==> config.mk <==
export PLATFORM = sky130hd
export DESIGN_NAME = sdat_lane
export DESIGN_NICKNAME = d
export VERILOG_FILES = /design/src/rtl/sdat_pkg.sv /design/src/rtl/sdat_lane.sv
export SDC_FILE = /design/constraint.sdc
export NUM_CORES = 2
export LEC_CHECK = 0
export ABC_CLOCK_PERIOD_IN_PS = 14540
export CAP_MARGIN = 10
export CELL_PAD_IN_SITES_DETAIL_PLACEMENT = 1
export CELL_PAD_IN_SITES_GLOBAL_PLACEMENT = 2
export CORE_MARGIN = 1.5
export CORE_UTILIZATION = 30
export DETAILED_ROUTE_END_ITERATION = 10
export DONT_BUFFER_PORTS = 1
export MAX_ROUTING_LAYER = met4
export PLACE_DENSITY = 0.58
export SYNTH_ARGS = -nofsm -noshare
export SYNTH_HDL_FRONTEND = slang
export SYNTH_SLANG_ARGS = --single-unit
==> constraint.sdc <==
create_clock -name clock -period 14.54 [get_ports clock]
set_input_delay 2.181 -clock clock [delete_from_list [all_inputs] [get_ports clock]]
set_output_delay 2.181 -clock clock [all_outputs]
set_load 0.02 [all_outputs]
==> src/rtl/sdat_pkg.sv <==
// Shared constants, types and the stiffness table for the aim tracker.
`default_nettype none

package sdat_pkg;

   localparam int ANGLE_W            = 15;
   localparam int DT_W               = 16;
   localparam int LEVEL_W            = 3;
   localparam int K_W                = 11;
   localparam int ACC_W              = 19;
   localparam int VELOCITY_BITS_DEF  = 24;

   localparam int FULL_TURN   = 23040;
   localparam int HALF_TURN   = 11520;
   localparam int TURN_HI     = FULL_TURN / 512;
   localparam int SNAP_TOL    = 32;
   localparam int AIM_TOL     = 192;
   localparam int ACCEL_LIMIT = 192000;

   localparam logic [LEVEL_W-1:0] LEVEL_INSTANT = 3'd5;

   localparam int CSR_ADDR_W = 4;
   localparam int CSR_DATA_W = 32;

   typedef enum logic [1:0] {
      REG_MIN_LEVEL = 2'd0,
      REG_MAX_LEVEL = 2'd1,
      REG_EASY      = 2'd2,
      REG_NONE      = 2'd3
   } reg_index_type;

   typedef struct packed {
      logic start;
      logic instant;
   } lane_ctl_type;

   typedef struct packed {
      logic done;
      logic near;
   } lane_sts_type;

   function automatic logic [K_W-2:0] stiffness(input logic [LEVEL_W-1:0] level);
      logic [K_W-2:0] k;
      case (level)
         3'd0:    k = 10'd90;
         3'd1:    k = 10'd110;
         3'd2:    k = 10'd150;
         3'd3:    k = 10'd180;
         3'd4:    k = 10'd200;
         3'd5:    k = 10'd999;
         default: k = 10'd150;
      endcase
      return k;
   endfunction

endpackage

`default_nettype wire

==> src/rtl/sdat_lane.sv <==
// One axis lane: error, spring/damper step, velocity state and angle wrap.
`default_nettype none

module sdat_lane
   import sdat_pkg::*;
#(
   parameter int VB = VELOCITY_BITS_DEF
) (
   input  wire logic                 clock,
   input  wire logic                 reset,
   input  wire lane_ctl_type         ctl,
   input  wire logic [K_W-1:0]       k,
   input  wire logic [DT_W-1:0]      dt,
   input  wire logic [ANGLE_W-1:0]   target,
   input  wire logic [ANGLE_W-1:0]   view,
   output lane_sts_type              sts,
   output logic [ANGLE_W-1:0]        angle
);

   localparam int NS  = 9;
   localparam int KEW = 28;
   localparam int DVW = VB + 5;
   localparam int DW  = ((DVW > KEW) ? DVW : KEW) + 1;
   localparam int PAW = DT_W + 1 + ACC_W;
   localparam int SW  = ((VB > 20) ? VB : 20) + 1;
   localparam int PVW = DT_W + 1 + VB;
   localparam int UW  = VB + 3;
   localparam int HB  = UW - 9;
   localparam int MB  = HB - 5;
   localparam longint unsigned OFS = ((64'd1 << (VB + 1)) / FULL_TURN + 1) * FULL_TURN;
   localparam logic [UW-1:0] OFS_U = UW'(OFS);
   localparam logic [MB-1:0] RECIP = MB'((64'd1 << HB) / TURN_HI);
   localparam logic signed [VB-1:0] VMAX = {1'b0, {(VB-1){1'b1}}};
   localparam logic signed [VB-1:0] VMIN = {1'b1, {(VB-1){1'b0}}};

   logic [NS-1:0] stg_ff, stg_in;

   logic [ANGLE_W-1:0]     tw_ff, tw_in, vw_ff, vw_in;
   logic signed [15:0]     err_ff, err_in, d_raw;
   logic                   snap_ff, snap_in, near_ff, near_in;
   logic signed [KEW-1:0]  ke_ff, ke_in;
   logic signed [DVW-1:0]  dv_ff, dv_in, vx;
   logic signed [DW-1:0]   diff;
   logic signed [ACC_W-1:0] acc_ff, acc_in;
   logic signed [PAW-1:0]  pa_ff, pa_in, pa_r;
   logic signed [19:0]     rpa;
   logic signed [SW-1:0]   vs;
   logic signed [VB-1:0]   vel_ff, vel_in;
   logic signed [PVW-1:0]  pv_ff, pv_in, pv_r;
   logic signed [VB:0]     rq;
   logic signed [UW-1:0]   rq_x;
   logic [UW-1:0]          u_ff, u_in;
   logic [HB+MB-1:0]       pm_ff, pm_in;
   logic [HB-1:0]          h, rem0, rem1;
   logic [MB-1:0]          qe;
   logic [ANGLE_W-1:0]     angle_ff, angle_in;
   logic                   near_o_ff, near_o_in;

   always_comb begin
      stg_in = {stg_ff[NS-2:0], ctl.start};

      tw_in = (target >= ANGLE_W'(FULL_TURN)) ? target - ANGLE_W'(FULL_TURN) : target;
      vw_in = (view >= ANGLE_W'(FULL_TURN)) ? view - ANGLE_W'(FULL_TURN) : view;
      d_raw = $signed({1'b0, tw_in}) - $signed({1'b0, vw_in});
      if (d_raw > 16'sd11520) begin
         err_in = d_raw - 16'sd23040;
      end else if (d_raw <= -16'sd11520) begin
         err_in = d_raw + 16'sd23040;
      end else begin
         err_in = d_raw;
      end
      snap_in = ctl.instant || (err_in > -16'(SNAP_TOL) && err_in < 16'(SNAP_TOL));
      near_in = (err_in > -16'(AIM_TOL)) && (err_in < 16'(AIM_TOL));

      ke_in = $signed({1'b0, k}) * err_ff;
      vx    = DVW'(vel_ff);
      dv_in = (vx <<< 4) + (vx <<< 3) + vx;

      diff = DW'(ke_ff) - DW'(dv_ff);
      if (diff > DW'(ACCEL_LIMIT)) begin
         acc_in = ACC_W'(ACCEL_LIMIT);
      end else if (diff < -DW'(ACCEL_LIMIT)) begin
         acc_in = -ACC_W'(ACCEL_LIMIT);
      end else begin
         acc_in = ACC_W'(diff);
      end

      pa_in = $signed({1'b0, dt}) * acc_ff;
      pa_r  = pa_ff + PAW'(32768);
      rpa   = $signed(pa_r[PAW-1:16]);
      vs    = SW'(vel_ff) + SW'(rpa);
      if (!stg_ff[3]) begin
         vel_in = vel_ff;
      end else if (snap_ff) begin
         vel_in = '0;
      end else if (vs > SW'(VMAX)) begin
         vel_in = VMAX;
      end else if (vs < SW'(VMIN)) begin
         vel_in = VMIN;
      end else begin
         vel_in = VB'(vs);
      end

      pv_in = $signed({1'b0, dt}) * vel_ff;
      pv_r  = pv_ff + PVW'(32768);
      rq    = $signed(pv_r[PVW-1:16]);
      rq_x  = UW'(rq);
      u_in  = rq_x + UW'(vw_ff) + OFS_U;

      h     = u_ff[UW-1:9];
      pm_in = (HB+MB)'(h) * (HB+MB)'(RECIP);
      qe    = pm_ff[HB+MB-1:HB];
      rem0  = h - HB'(qe) * HB'(TURN_HI);
      rem1  = (rem0 >= HB'(TURN_HI)) ? rem0 - HB'(TURN_HI) : rem0;

      angle_in  = angle_ff;
      near_o_in = near_o_ff;
      if (stg_ff[NS-2]) begin
         angle_in  = snap_ff ? tw_ff : {rem1[5:0], u_ff[8:0]};
         near_o_in = near_ff;
      end
   end

   always_ff @(posedge clock) begin
      if (reset) begin
         stg_ff <= '0;
         vel_ff <= '0;
      end else begin
         stg_ff <= stg_in;
         vel_ff <= vel_in;
      end
      tw_ff     <= tw_in;
      vw_ff     <= vw_in;
      err_ff    <= err_in;
      snap_ff   <= snap_in;
      near_ff   <= near_in;
      ke_ff     <= ke_in;
      dv_ff     <= dv_in;
      acc_ff    <= acc_in;
      pa_ff     <= pa_in;
      pv_ff     <= pv_in;
      u_ff      <= u_in;
      pm_ff     <= pm_in;
      angle_ff  <= angle_in;
      near_o_ff <= near_o_in;
   end

   assign sts.done = stg_ff[NS-1];
   assign sts.near = near_o_ff;
   assign angle    = angle_ff;

endmodule

`default_nettype wire

==> summary.txt <==
Status - finished, final reports clean
Initial Util - 0.303
Post-synth ARST share - 0
EDFF count, synth - 16
DR top layer - met4
Root buf cell - clkbuf_16
Most common cell in the netlist - inv_1
Post-Place Cell Area - 52400 sq um
Setup bufs post-CTS - 0
Wire per inst - 18.6 um
Slew Viols, Final - 0
IO buf count - 0
Clk pin slew, worst setup/hold paths - 0.06 ns
Critical path type - input port to flip-flop
Synth unique cells - 106
Synth Warn # - 0
Critical path arrival - 9.71 ns
Register bit total from synthesis - 260
Post-Syn Instances - 5564
Iter 0 DRT Violations - 1082
Largest net degree at the start of global routing - 44
Synth Area per Inst - 9.00 sq um
FP Rows - 149
Critical Path RT - 15.05 ns
DRC - 0
CTS Sinks - 260
# resized after CTS - 0
Crit start category - input port
Vias in the first global route - 40200
Post-synth top cells - 1309 x inv_1, 954 x fa_1, 632 x nand2_1
H-tree depth - 2
Worst slew margin - 0.269
Register area share after synthesis - 0.107
Die X - 412 um
Share of the synthesized area in the top cell type - 0.381
Cells on worst reg2reg path - 27
Die span in y - 412 um
Dpl hpwl - 117 mm
CP most frequent cell - fa_1
Cell family with most CP delay - adder cells
CP max-delay cell - o41ai_1
Hold depth - 0
Clock Path Buffers - 3
Clk_lat worst skew - 0.59 ns
Die ar. - 169000 sq um
Worst R2R Setup Slack - 5.98 ns
Vias - 35500
Post-Syn Nets - 7074
Met2 wire len - 70.0 mm
# hold bufs at CTS - 0
Post-synth top flop - dfxtp_1
Share of cells above drive strength 1 - 0.0328
Core area - 165000 sq um
Gp weighted congestion - 0.813
Wire length of the first global-routing pass - 231 mm
WHS - 0.405 ns
Worst path max stage delay - 0.55 ns
WL final - 143 mm
# Max-Cap Violations - 0
Nature of the critical path endpoint - flip-flop
Hold Fails Final Rpt - 0
Synth-to-Final Area Change - 7.24%
FMAX - 0.109 GHz
Worst-path maximum fanout - 44
Worst path depth - 26
Fin Clk Skew - 0.0332 ns
RSZ-0062 raised after global routing - no
Cell area after layout - 53700 sq um
Fin crit share - 0.633
Vias per inst - 4.63
Worst Max-Slew Pin Slew - 1.10 ns
Cell Area, Synth - 50100 sq um
Total GRT Usage - 0.180
CTS buffer count - 38
Tightest Hold Check Type - flip-flop to flip-flop
Final worst slack - 5.34 ns
Worst Path Buf+Inv - 5
Fin nets - 6974
Total grt overflow - 0
CTS tree - done
Detail Route Antenna Nets - 0
Post-Route Setup TNS - 0 ns
Met3 routed wirelength - 3.54 mm
Initial antenna violation count - 6
Main area contributors after synthesis - fa_1 38%, ha_1 12%, inv_1 9.8%
IO Count - 78
First drt pass iteration count - 5
Final setup fails - 0
Post-synth top area cell - fa_1
Minimum clock period - 9.20 ns
Pre-CTS setup slack - 4.68 ns
Met1 wire length - 66.4 mm
metal layers:
| metal | vias to the layer above | track usage |
|---|---|---|
| met3 | 122 | 0.0168 |
| li1 | 16800 | - |
| met5 | - | - |
| met1 | 18300 | 0.237 |
| met4 | 0 | 0.0365 |
| met2 | 294 | 0.302 |
flip-flops by register name, indices dropped and copies added, names as in the netlist:
| signal | cells |
|---|---|
| dv_ff | 29 |
| ke_ff | 28 |
| u_ff | 27 |
| pv_ff | 26 |
| vel_ff | 24 |
| pa_ff | 21 |
| acc_ff | 19 |
| err_ff | 16 |
| angle | 15 |
| tw_ff | 15 |
| vw_ff | 15 |
| pm_ff | 13 |
| stg_ff | 9 |
| near_ff | 1 |
| near_o_ff | 1 |
| snap_ff | 1 |
path summary, 6_finish.rpt:
path	start	to
setup / recovery	dt[9]	pv_ff[39]
hold / removal	near_ff	near_o_ff
setup reg to reg	vel_ff[5]	pv_ff[39]
hold reg to reg	near_ff	near_o_ff
cell usage in the layout (no fill, tap or decap), types with 17 or more instances in the layout:
cell / n
and3_1: 38
a21oi_1: 115
a211oi_1: 18
xnor2_1: 170
o31ai_1: 18
clkbuf_16: 39
dfxtp_1: 241
a21o_1: 38
o21ai_0: 86
ha_1: 495
nand3_1: 71
a21boi_0: 22
and2_1: 350
nand2_1: 632
nor3_1: 87
xor2_1: 57
a31oi_1: 31
inv_1: 1309
nor4_1: 17
or3_1: 24
nor2_1: 185
nand2b_1: 40
nor2b_1: 39
fa_1: 954
buf_4: 39
nand4_1: 24
o21a_1: 46
cell families after synthesis:
kind of cell,share of synthesized area
compound gates,0.0763
xor+xnor,0.0412
fa+ha+maj,0.506
buf+inv,0.112
flops,0.107
mux,0.00302
other cells,0.0000749
simple gates,0.155
stage by stage:
stage	utilization	cells
floorplan	-	5564
global placement	0.317	7613
detailed placement	0.317	7613
CTS	0.325	7682
global route	0.325	7682
finish	0.325	7685
cell type report:
| class | instances | area, sq um |
|---|---|---|
| Clock inverter | 22 | 213 |
| Clock buffer | 47 | 1060 |
| Antenna cell | 3 | 7.51 |
| Multi-Input combinational cell | 3814 | 39100 |
| Tap cell | 2189 | 2740 |
| Inverter | 1311 | 4920 |
| Sequential cell | 260 | 5370 |
| Timing Repair Buffer | 39 | 293 |
| Fill cell | 19100 | 112000 |
Power is left out: the tool's default activity adds up to more than one toggle a clock period on the data nets, which glitch-free logic cannot reach.
